--- config.mk ---
export PLATFORM = sky130hd
export DESIGN_NAME = framed_payload_validator
export DESIGN_NICKNAME = d
export VERILOG_FILES = /design/src/sv/fpv_pkg.sv /design/src/sv/framed_payload_validator.sv /design/src/sv/fpv_in_stage.sv /design/src/sv/fpv_checker.sv
export VERILOG_INCLUDE_DIRS = /design/src /design/src/sv
export SDC_FILE = /design/constraint.sdc
export NUM_CORES = 1
export LEC_CHECK = 0
export ABC_AREA = 1
export BUFFER_PORTS_ARGS = -buffer_cell sky130_fd_sc_hd__buf_2
export CORE_MARGIN = 3
export CORE_UTILIZATION = 30
export CTS_BUF_LIST = sky130_fd_sc_hd__clkbuf_8
export DETAILED_ROUTE_END_ITERATION = 8
export PLACE_DENSITY = 0.46
export SLEW_MARGIN = 25
export SYNTH_ARGS = -nofsm -noshare
export SYNTH_HDL_FRONTEND = slang
export SYNTH_HIERARCHICAL = 1
export SYNTH_SLANG_ARGS = --single-unit
--- constraint.sdc ---
create_clock -name clk -period 7.8 [get_ports clk]
set_input_delay 0.78 -clock clk [delete_from_list [all_inputs] [get_ports clk]]
set_output_delay 0.78 -clock clk [all_outputs]
set_load 0.01 [all_outputs]
--- src/sv/assert_macros.svh ---
// Assertion macros used by the RTL checker.
`ifndef ASSERT_MACROS_SVH
`define ASSERT_MACROS_SVH

`ifndef SYNTHESIS

`define FPV_ASSERT(label, clk, rst_n, prop, msg) \
	label: assert property (@(posedge clk) disable iff (!rst_n) (prop)) else $error(msg);

`define FPV_ASSERT_NEXT(label, clk, rst_n, ante, cons, msg) \
	label: assert property (@(posedge clk) disable iff (!rst_n) (ante) |=> (cons)) \
		else $error(msg);

`else

`define FPV_ASSERT(label, clk, rst_n, prop, msg)

`define FPV_ASSERT_NEXT(label, clk, rst_n, ante, cons, msg)

`endif

`endif

--- src/sv/fpv_pkg.sv ---
`timescale 1ns / 1ps

package fpv_pkg;

	localparam int unsigned FRAME_MAX_DEFAULT = 65535;
	localparam int unsigned HEADER_BYTES      = 28;

	localparam logic [31:0] CRC_POLY      = 32'hEDB88320;
	localparam logic [31:0] ALL_ONES      = 32'hFFFFFFFF;
	localparam logic [31:0] MAGIC_RESET   = 32'h52485044;
	localparam logic [31:0] VERSION_RESET = 32'h00000001;

	localparam logic REG_MAGIC   = 1'b0;
	localparam logic REG_VERSION = 1'b1;

	localparam logic [2:0] HDR_MAGIC   = 3'd0;
	localparam logic [2:0] HDR_VERSION = 3'd1;
	localparam logic [2:0] HDR_SIZE    = 3'd2;
	localparam logic [2:0] HDR_FLAGS   = 3'd3;
	localparam logic [2:0] HDR_CRC     = 3'd6;

	typedef enum logic [2:0] {
		ST_VALID       = 3'd0,
		ST_TOO_SHORT   = 3'd1,
		ST_BAD_MAGIC   = 3'd2,
		ST_BAD_VERSION = 3'd3,
		ST_SIZE_ERR    = 3'd4,
		ST_CRC_ERR     = 3'd5
	} status_t;

	typedef struct packed {
		logic       valid;
		logic       last;
		logic [7:0] data;
	} beat_t;

	function automatic logic [31:0] crc_byte(input logic [31:0] crc_in, input logic [7:0] b);
		logic [31:0] c;
		c = crc_in ^ {24'd0, b};
		for (int k = 0; k < 8; k++) begin
			c = c[0] ? ((c >> 1) ^ CRC_POLY) : (c >> 1);
		end
		return c;
	endfunction

endpackage

--- src/sv/framed_payload_validator.sv ---
`timescale 1ns / 1ps
// Channel | Handshake            | Payload
// in      | in_valid / in_ready  | data_byte, last_byte
// out     | out_valid / out_ready| status, payload_length, payload_flags, computed_crc
// cfg     | cfg_we               | cfg_idx, cfg_wdata
//
// One byte per cycle unless a result stalls; a frame's result is registered from its last beat.
// The input register feeds a single pass of header capture, one-byte CRC and status logic
// into the result register.
// Reset (arst_n low) clears frame state and loads the default magic and version.
// A stalled result holds the pipeline; one more beat is taken into the input register.

module framed_payload_validator #(
	parameter int unsigned FRAME_MAX = fpv_pkg::FRAME_MAX_DEFAULT
) (
	input  logic        clk,
	input  logic        arst_n,
	input  logic        cfg_we,
	input  logic        cfg_idx,
	input  logic [31:0] cfg_wdata,
	input  logic        in_valid,
	output logic        in_ready,
	input  logic [7:0]  data_byte,
	input  logic        last_byte,
	output logic        out_valid,
	input  logic        out_ready,
	output logic [2:0]  status,
	output logic [31:0] payload_length,
	output logic [31:0] payload_flags,
	output logic [31:0] computed_crc
);

	fpv_pkg::beat_t beat;
	logic           advance;

	fpv_in_stage u_in_stage (
		.clk       (clk),
		.arst_n    (arst_n),
		.in_valid  (in_valid),
		.in_ready  (in_ready),
		.data_byte (data_byte),
		.last_byte (last_byte),
		.advance   (advance),
		.beat      (beat)
	);

	fpv_checker #(
		.FRAME_MAX (FRAME_MAX)
	) u_checker (
		.clk            (clk),
		.arst_n         (arst_n),
		.cfg_we         (cfg_we),
		.cfg_idx        (cfg_idx),
		.cfg_wdata      (cfg_wdata),
		.beat           (beat),
		.advance        (advance),
		.out_valid      (out_valid),
		.out_ready      (out_ready),
		.status         (status),
		.payload_length (payload_length),
		.payload_flags  (payload_flags),
		.computed_crc   (computed_crc)
	);

endmodule

--- src/sv/fpv_in_stage.sv ---
`timescale 1ns / 1ps

module fpv_in_stage (
	input  logic            clk,
	input  logic            arst_n,
	input  logic            in_valid,
	output logic            in_ready,
	input  logic [7:0]      data_byte,
	input  logic            last_byte,
	input  logic            advance,
	output fpv_pkg::beat_t  beat
);

	logic       valid_s1;
	logic       last_s1;
	logic [7:0] data_s1;

	assign in_ready = !valid_s1 || advance;

	always_ff @(posedge clk or negedge arst_n) begin
		if (!arst_n) begin
			valid_s1 <= 1'b0;
		end else if (in_ready) begin
			valid_s1 <= in_valid;
		end
	end

	always_ff @(posedge clk) begin
		if (in_valid && in_ready) begin
			data_s1 <= data_byte;
			last_s1 <= last_byte;
		end
	end

	assign beat = '{valid: valid_s1, last: last_s1, data: data_s1};

endmodule

--- src/sv/fpv_checker.sv ---
`timescale 1ns / 1ps
`include "assert_macros.svh"

module fpv_checker #(
	parameter int unsigned FRAME_MAX = fpv_pkg::FRAME_MAX_DEFAULT
) (
	input  logic            clk,
	input  logic            arst_n,
	input  logic            cfg_we,
	input  logic            cfg_idx,
	input  logic [31:0]     cfg_wdata,
	input  fpv_pkg::beat_t  beat,
	output logic            advance,
	output logic            out_valid,
	input  logic            out_ready,
	output logic [2:0]      status,
	output logic [31:0]     payload_length,
	output logic [31:0]     payload_flags,
	output logic [31:0]     computed_crc
);

	localparam int unsigned CW = $clog2(FRAME_MAX + 1);

	logic [31:0] exp_magic_q;
	logic [31:0] exp_version_q;

	logic [CW-1:0] count_q;
	logic [31:0]   magic_q;
	logic [31:0]   version_q;
	logic [31:0]   size_q;
	logic [31:0]   flags_q;
	logic [31:0]   stored_q;
	logic [31:0]   crc_q;

	logic [CW-1:0] count_nxt;
	logic [31:0]   magic_nxt;
	logic [31:0]   version_nxt;
	logic [31:0]   size_nxt;
	logic [31:0]   flags_nxt;
	logic [31:0]   stored_nxt;
	logic [31:0]   crc_nxt;
	logic [31:0]   hdr_val;
	logic [31:0]   crc_final;
	logic          process;

	logic             out_valid_q;
	fpv_pkg::status_t status_q;
	fpv_pkg::status_t status_nxt;
	logic [31:0]      length_q;
	logic [31:0]      flags_out_q;
	logic [31:0]      crc_out_q;

	assign advance = !out_valid_q || out_ready;
	assign process = beat.valid && advance;

	always_ff @(posedge clk or negedge arst_n) begin
		if (!arst_n) begin
			exp_magic_q   <= fpv_pkg::MAGIC_RESET;
			exp_version_q <= fpv_pkg::VERSION_RESET;
		end else if (cfg_we) begin
			case (cfg_idx)
				fpv_pkg::REG_MAGIC:   exp_magic_q   <= cfg_wdata;
				fpv_pkg::REG_VERSION: exp_version_q <= cfg_wdata;
				default: ;
			endcase
		end
	end

	always_comb begin
		count_nxt   = count_q;
		magic_nxt   = magic_q;
		version_nxt = version_q;
		size_nxt    = size_q;
		flags_nxt   = flags_q;
		stored_nxt  = stored_q;
		crc_nxt     = crc_q;
		hdr_val     = 32'({24'd0, beat.data} << {count_q[1:0], 3'b000});
		if (count_q < CW'(FRAME_MAX)) begin
			if (count_q < CW'(fpv_pkg::HEADER_BYTES)) begin
				case (count_q[4:2])
					fpv_pkg::HDR_MAGIC:   magic_nxt   = magic_q | hdr_val;
					fpv_pkg::HDR_VERSION: version_nxt = version_q | hdr_val;
					fpv_pkg::HDR_SIZE:    size_nxt    = size_q | hdr_val;
					fpv_pkg::HDR_FLAGS:   flags_nxt   = flags_q | hdr_val;
					fpv_pkg::HDR_CRC:     stored_nxt  = stored_q | hdr_val;
					default: ;
				endcase
			end else if ((32'(count_q) - 32'(fpv_pkg::HEADER_BYTES)) < size_q) begin
				crc_nxt = fpv_pkg::crc_byte(crc_q, beat.data);
			end
			count_nxt = count_q + CW'(1);
		end
	end

	assign crc_final = ~crc_nxt;

	always_comb begin
		if (count_nxt < CW'(fpv_pkg::HEADER_BYTES)) begin
			status_nxt = fpv_pkg::ST_TOO_SHORT;
		end else if (magic_nxt != exp_magic_q) begin
			status_nxt = fpv_pkg::ST_BAD_MAGIC;
		end else if (version_nxt != exp_version_q) begin
			status_nxt = fpv_pkg::ST_BAD_VERSION;
		end else if (({1'b0, size_nxt} + 33'(fpv_pkg::HEADER_BYTES)) > 33'(count_nxt)) begin
			status_nxt = fpv_pkg::ST_SIZE_ERR;
		end else if (crc_final != stored_nxt) begin
			status_nxt = fpv_pkg::ST_CRC_ERR;
		end else begin
			status_nxt = fpv_pkg::ST_VALID;
		end
	end

	always_ff @(posedge clk or negedge arst_n) begin
		if (!arst_n) begin
			count_q   <= '0;
			magic_q   <= '0;
			version_q <= '0;
			size_q    <= '0;
			flags_q   <= '0;
			stored_q  <= '0;
			crc_q     <= fpv_pkg::ALL_ONES;
		end else if (process) begin
			if (beat.last) begin
				count_q   <= '0;
				magic_q   <= '0;
				version_q <= '0;
				size_q    <= '0;
				flags_q   <= '0;
				stored_q  <= '0;
				crc_q     <= fpv_pkg::ALL_ONES;
			end else begin
				count_q   <= count_nxt;
				magic_q   <= magic_nxt;
				version_q <= version_nxt;
				size_q    <= size_nxt;
				flags_q   <= flags_nxt;
				stored_q  <= stored_nxt;
				crc_q     <= crc_nxt;
			end
		end
	end

	always_ff @(posedge clk or negedge arst_n) begin
		if (!arst_n) begin
			out_valid_q <= 1'b0;
		end else if (advance) begin
			out_valid_q <= process && beat.last;
		end
	end

	always_ff @(posedge clk) begin
		if (process && beat.last) begin
			status_q    <= status_nxt;
			length_q    <= size_nxt;
			flags_out_q <= flags_nxt;
			crc_out_q   <= crc_final;
		end
	end

	assign out_valid      = out_valid_q;
	assign status         = status_q;
	assign payload_length = length_q;
	assign payload_flags  = flags_out_q;
	assign computed_crc   = crc_out_q;

	`FPV_ASSERT_NEXT(a_last_gives_result, clk, arst_n, process && beat.last, out_valid_q,
		"last beat did not produce a result")
	`FPV_ASSERT_NEXT(a_last_clears_frame, clk, arst_n, process && beat.last,
		count_q == '0 && crc_q == fpv_pkg::ALL_ONES, "frame state not cleared after last beat")
	`FPV_ASSERT(a_count_capped, clk, arst_n, count_q <= CW'(FRAME_MAX),
		"byte count passed frame limit")
	`FPV_ASSERT(a_short_no_crc, clk, arst_n,
		!(out_valid_q && status_q == fpv_pkg::ST_TOO_SHORT) || crc_out_q == 32'd0,
		"short frame reported a payload crc")

endmodule

Word-level counts from Yosys, hierarchy flattened
Cells that the tools add are included.
{ "totals": {"reg_bits": 382, "in_bits": 47, "elab_cells": 99, "output_inout_bits": 101} }
{ "classes": {"order_cmp": 5, "eq_ne": 7, "mux": 38, "shift": 1, "add_sub_neg": 3, "bitwise_logic": 16, "reduce_logical": 11} }
{ "ops": {"columns": ["operator", "count"], "rows": [
  ["32-bit two-way mux", 32],
  ["32-bit bitwise OR", 5],
  ["13-bit inverter with 14-bit output", 8],
  ["32-bit inequality test", 3],
  ["32-bit by 5-bit adder with 33-bit output (second input constant)", 1],
  ["33-bit by 16-bit greater-than comparator with 1-bit output", 1],
  ["16-bit by 5-bit < comparator with 1-bit output (second input constant)", 2],
  ["32-bit < comparator", 1],
  ["16-bit two-way mux", 2],
  ["32-bit inverter", 1],
  ["8-bit by 5-bit left shift with 32-bit output", 1],
  ["32-bit by 8-bit bitwise XOR with 32-bit output", 1],
  ["16-bit by 5-bit subtractor with 17-bit output (second input constant)", 1],
  ["16-bit by 1-bit adder with 16-bit output (second input constant)", 1],
  ["16-bit < comparator (second input constant)", 1],
  ["3-bit by 2-bit == test with 1-bit output (second input constant)", 2],
  ["3-bit two-way mux", 2],
  ["2-bit two-way mux", 2],
  ["2-bit AND reduction", 2],
  ["3-bit by 1-bit == test with 1-bit output (second input constant)", 1],
  ["3-bit == test (second input constant)", 1],
  ["1-bit logical AND", 3],
  ["3-bit logical NOT", 1],
  ["3-bit OR reduction", 1],
  ["3 further kinds", 5]
]} }

Depth between registers and ports, before layout
{ "logic_depth": {"depth_word": 26, "ltp_mapped": 34, "mapped_depth_nobuf": 33} }

Hierarchy
The synthesis kept the hierarchy.
{ "modules_own_cells": {"columns": ["mod", "instances", "cells_per_inst", "area_per_inst_um2", "seq_area_each_um2"], "rows": [
  ["fpv_checker", 1, 2470, 20726.1, 9857.0],
  ["fpv_in_stage", 1, 17, 330.3, 295.3]
]} }

Least setup slack after synthesis
No wires, ideal clock.
{ "synth_path": {"path_kind": "input port to flip-flop", "start": "in out_ready", "end": "reg u_checker.crc_out_q[0] (netlist: u_checker/computed_crc[0]) (enable)", "n_path_buf": 1, "t_required_ns": 7.297, "setup_slack_ns": 2.970, "path_stages": 5, "setup_time_ns": 0.503, "arrival_ns": 4.327, "cell_sequence": "inv_1 -> nand2_1 -> nand2_1 -> nor2_1 -> clkbuf_1"} }
{ "synth_between": {"elab_chain_len": 3} }
{ "synth_rtl": {"columns": ["element", "line", "rtl"], "rows": [
  ["start: declaration", "framed_payload_validator.sv:26", "input logic out_ready,"],
  ["1-bit logical OR", "fpv_checker.sv:53", "assign advance = !out_valid_q || out_ready;"],
  ["named net advance", "framed_payload_validator.sv:34", "logic advance;"],
  ["1-bit logical AND", "fpv_checker.sv:54", "assign process = beat.valid && advance;"],
  ["1-bit logical AND", "fpv_checker.sv:152", "if (process && beat.last) begin"],
  ["end signal: assignment", "fpv_checker.sv:156", "crc_out_q <= crc_final;"],
  ["end: declaration", "fpv_checker.sv:51", "logic [31:0] crc_out_q;"]
]} }
The timed path passes the listed nets, and every way through them passes these cells.
A chain may end at the register's enable or synchronous reset.

Final worst setup path
{ "layout_path": {"start": "reg u_checker.count_q[0]", "end": "reg u_checker.status_q[2] (netlist: u_checker/status[2]) (data pin)"} }
{ "layout_between": {"elab_cells_between_ends": 36, "cone_classes": "add/sub: 3; order compare: 5; eq/ne: 3; shift: 1; mux: 18; bitwise: 5; reduce/logical: 1"} }
{ "layout_rtl": {"columns": ["element", "line", "rtl"], "rows": [
  ["start: declaration", "fpv_checker.sv:27", "logic [CW-1:0] count_q;"],
  ["start signal: assignment", "fpv_checker.sv:132", "count_q <= count_nxt;"],
  ["parallel branches: the longest is 4 deep, another holds 16-bit by 5-bit < comparator with 1-bit output", null, null],
  ["32-bit two-way mux *", "fpv_checker.sv:78", "if (count_q < CW'(FRAME_MAX)) begin"],
  ["named net u_checker.size_nxt[3]", "fpv_checker.sv:38", "logic [31:0] size_nxt;"],
  ["32-bit by 5-bit adder with 33-bit output *", "fpv_checker.sv:104", "end else if (({1'b0, size_nxt} + 33'(fpv_pkg::HEADER_BYTES)) > 33'(count_nxt)) begin"],
  ["33-bit by 16-bit greater-than comparator with 1-bit output *", "fpv_checker.sv:104", null],
  ["3-bit two-way mux *", "fpv_checker.sv:104", null],
  ["end signal: assignment", "fpv_checker.sv:153", "status_q <= status_nxt;"],
  ["end: declaration", "fpv_checker.sv:47", "fpv_pkg::status_t status_q;"]
]} }
Mark *: on every way through the listed nets, which the timed path passes.

==> flow_summary.json <==
{
  "die_area_um2": 73400,
  "vias_per_cell": 4.87,
  "maximum_number_of_pins_on_one_net_before_global_route_repair": 163,
  "synth_seq_cells": 382,
  "grt_pass1_vias": 17372,
  "ff_latch_area_um2": 10200,
  "netlist-cell-type-count": 57,
  "finalHoldWorstSlack_ps": 140,
  "synth_top_family_by_area": "simple AND/OR/NAND/NOR gates",
  "worst_path_max_delay_cell": "dfrtp_1",
  "min_path_type": "input pin to async pin",
  "core_area_um2": 69100,
  "cell_area_after_synthesis_um2": 21100,
  "floorplan.die.width_um": 271,
  "hold_violations": 0,
  "cts_buffers": 75,
  "syn-num-nets": 2588,
  "clk_transition_reported_paths_ps": 60,
  "worst-path-buf-inv": 5,
  "layout.cell_area.non_filler_um2": 24100,
  "yosysWarningCount": 6,
  "synth_ff_type": "dfrtp_1",
  "post_drt_wl_per_cell_um": 19.6,
  "fill_cells": 7189,
  "cp.required_ps": 8220,
  "power_per_cell_area_nw_per_um2": 203,
  "detailedRoute.firstPassIterationCount": 5,
  "top_level_ports": 148,
  "dp.final_hpwl_um": 51200,
  "final.period_utilization_pct": 64.7,
  "worstPathMaxFanout": 24,
  "synth_compound_gate_area_share_pct": 11.8,
  "groute.usage.overall_pct": 19.1,
  "global_route_wire_length_before_repair_um": 108000,
  "fraction_of_met1_tracks_used_by_global_routing_pct": 25.5,
  "post_synth_simple_gate_area_pct": 21.8,
  "worst_skew_pair.late_latency_ps": 670,
  "total_routed_length_um": 71100,
  "cts_repair_resize_count": 0,
  "hold_buffers": 0,
  "slew_viol_final": 0,
  "drt.antenna.violating_nets": 0,
  "slew_headroom_pct": 27.9,
  "synth-seq-area-share_pct": 48.2,
  "irDropWorstVdd_mv": 0.120,
  "grt_util_met2_pct": 30.6,
  "cts.htree.levels": 3,
  "multiplexer_fraction_of_the_synthesized_cell_area_pct": 0,
  "layout-drive-gt1-share_pct": 15.5,
  "timing.clock.skew_ps": 40.9,
  "post_synthesis_async_set_or_reset_flop_share_pct": 71.7,
  "synth_edf_count": 108,
  "portBuffers": 147,
  "worst_path_most_repeated_cell": "nand2_1",
  "grt_util_met3_pct": 3.15,
  "start_util_pct": 30.5,
  "xor_xnor_share_of_the_synthesized_area_pct": 6.77,
  "clock_tree.root_cell": "clkbuf_8",
  "dpl_cell_area_um2": 22700,
  "leakage_power_figure_nw": 11.5,
  "nets": 2739,
  "numClockSinks": 382,
  "post_synth_fa_ha_maj_area_fraction_pct": 3.21,
  "synthesis_to_layout_area_growth_pct": 14.7,
  "residual_drc": 0,
  "critical_path_arrival_ps": 5470,
  "most_crowded_layer_gr": "met2",
  "outcome": "finished clean",
  "synth.avg_cell_area_um2": 8.47,
  "gp_congestion": 0.897,
  "multi_input_area_um2": 9220,
  "clk_path_buf_depth": 3,
  "tritoncts": "done",
  "drv.max_cap_violation_count": 0,
  "fmax_ghz": 0.198,
  "rows": 96,
  "grt_antenna_before_repair": 2,
  "rsz_0062_raised_after_global_routing": "no",
  "startpoint_class_of_the_critical_path": "flop",
  "critical_path.endpoint_type": "flop",
  "finalCriticalPeriod_ps": 5050,
  "detailroute.via_count": 17694,
  "floorplan.die.height_um": 271,
  "setup_viol": 0,
  "dp_cells": 3492,
  "slack_of_the_worst_reg_to_reg_path_ps": 2750,
  "setup.worst_path.class": "flop to flop",
  "cts.repair_timing.setup_buffer_count": 0,
  "grt_overflow_total": 0,
  "setup_tns_ps": 0,
  "number_of_drc_markers_after_the_initial_detailed_route_iteration": 1309,
  "stdcell_count": 3634,
  "path_delay_family": "simple AND/OR/NAND/NOR gates",
  "cp_slowest_stage_delay_ps": 940,
  "worst_slew_pin_slew_ps": 1070,
  "netlist_instances": 2487
}
logic make-up (layout without fill, tap and decap cells):
kind of cell / count (synthesis) / after routing
compound gates: 456 / 456
xor+xnor: 156 / 156
fa+ha+maj: 54 / 54
buf+inv: 421 / 635
flops: 382 / 382
other cells: 0 / 2
simple gates: 1018 / 1018
cell usage in the layout, fill, tap and decap left out, drive strengths merged, types with 23 or more instances in the layout:
cell type and instances:
nand2 543, inv 352, dfrtp 232, nor2 230
a21oi 225, buf 175, nand3 163, o21ai 146
edfxtp 108, xor2 101, clkbuf 80, xnor2 55
ha 54, dfstp 42, a211oi 27, clkinv 25
nand4 24, nor3 23
path summary, 6_finish.rpt:
| path | from | end | depth (start not counted) |
|---|---|---|---|
| hold / removal | arst_n | u_checker/flags_q[29]$_DFFE_PN0P_ | 1 |
| hold reg to reg | u_checker/exp_magic_q[24]$_DFFE_PN0P_ | u_checker/exp_magic_q[24]$_DFFE_PN0P_ | 2 |
| max in group asynchronous | arst_n | u_checker/exp_version_q[5]$_DFFE_PN0P_ | 2 |
| setup reg to reg | u_checker/count_q[0]$_DFFE_PN0P_ | u_checker/status[2]$_SDFFCE_PP0P_ | 29 |
| setup / recovery | u_checker/count_q[0]$_DFFE_PN0P_ | u_checker/status[2]$_SDFFCE_PP0P_ | 29 |
| min in group clk | data_byte[6] | u_in_stage/data_s1[6]$_DFFE_PP_ | 1 |
stage by stage:
stage	total power, mW	worst slack (ps)	util, %
2_1_floorplan	2.70	2970	-
3_3_place_gp	2.97	2860	32.9
3_5_place_dp	2.98	2790	32.9
4_1_cts	4.98	2780	35.0
5_1_grt	5.15	2290	35.0
6_report	4.89	2750	35.0
cells in the mapped netlist (21+ instances only):
cell type  instances  share of area (%)
nand4_1           24               0.71
edfxtp_1         108                 15
dfrtp_1          232                 28
a21oi_1          224                5.3
nand2_2           28               0.83
a211oi_1          27               0.96
o22ai_1           21               0.62
inv_1            309                5.5
ha_1              54                3.2
nand2_1          509                9.1
xnor2_1           51                2.1
dfstp_2           42                5.2
xor2_1           100                4.2
clkbuf_1          58                1.0
o21ai_0          145                3.4
nor2_1           200                3.6
nand3_1          155                3.7
nor2_2            21               0.62
worst reg2reg max path, delay by kind of cell (launching register included):
kind	cells	cell delay, ps
adder cells (fa/ha/maj)	2	450
AND/OR/NAND/NOR	17	2030
AO/OA/AOI/OAI	4	550
XOR/XNOR	1	170
buffers and inverters	5	650
flip-flops	1	940
where the power goes:
| part | switching (mW) | internal, mW | leakage [nW] |
|---|---|---|---|
| sequential | 0.0784 | 2.16 | 4.63 |
| clock | 0.931 | 1.02 | 0.838 |
| combinational | 0.497 | 0.206 | 6.02 |
| total | 1.51 | 3.39 | 11.5 |
routing by layer:
metal / part of all wire (%) / vias up
li1: - / 8471
met1: 45 / 8581
met2: 46 / 521
met3: 5.3 / 121
met4: 4.1 / 0
met5: 0 / -
area by class of cell:
| type | count | share of cell area [%] |
|---|---|---|
| Clock inverter | 60 | 1.35 |
| Sequential cell | 382 | 42.0 |
| Tap cell | 931 | 4.82 |
| Clock buffer | 80 | 4.56 |
| Timing Repair Buffer | 175 | 4.01 |
| Multi-Input combinational cell | 1684 | 38.2 |
| Antenna cell | 2 | 0.0207 |
| Inverter | 320 | 5.00 |
Power figures use the tool's default switching activity.
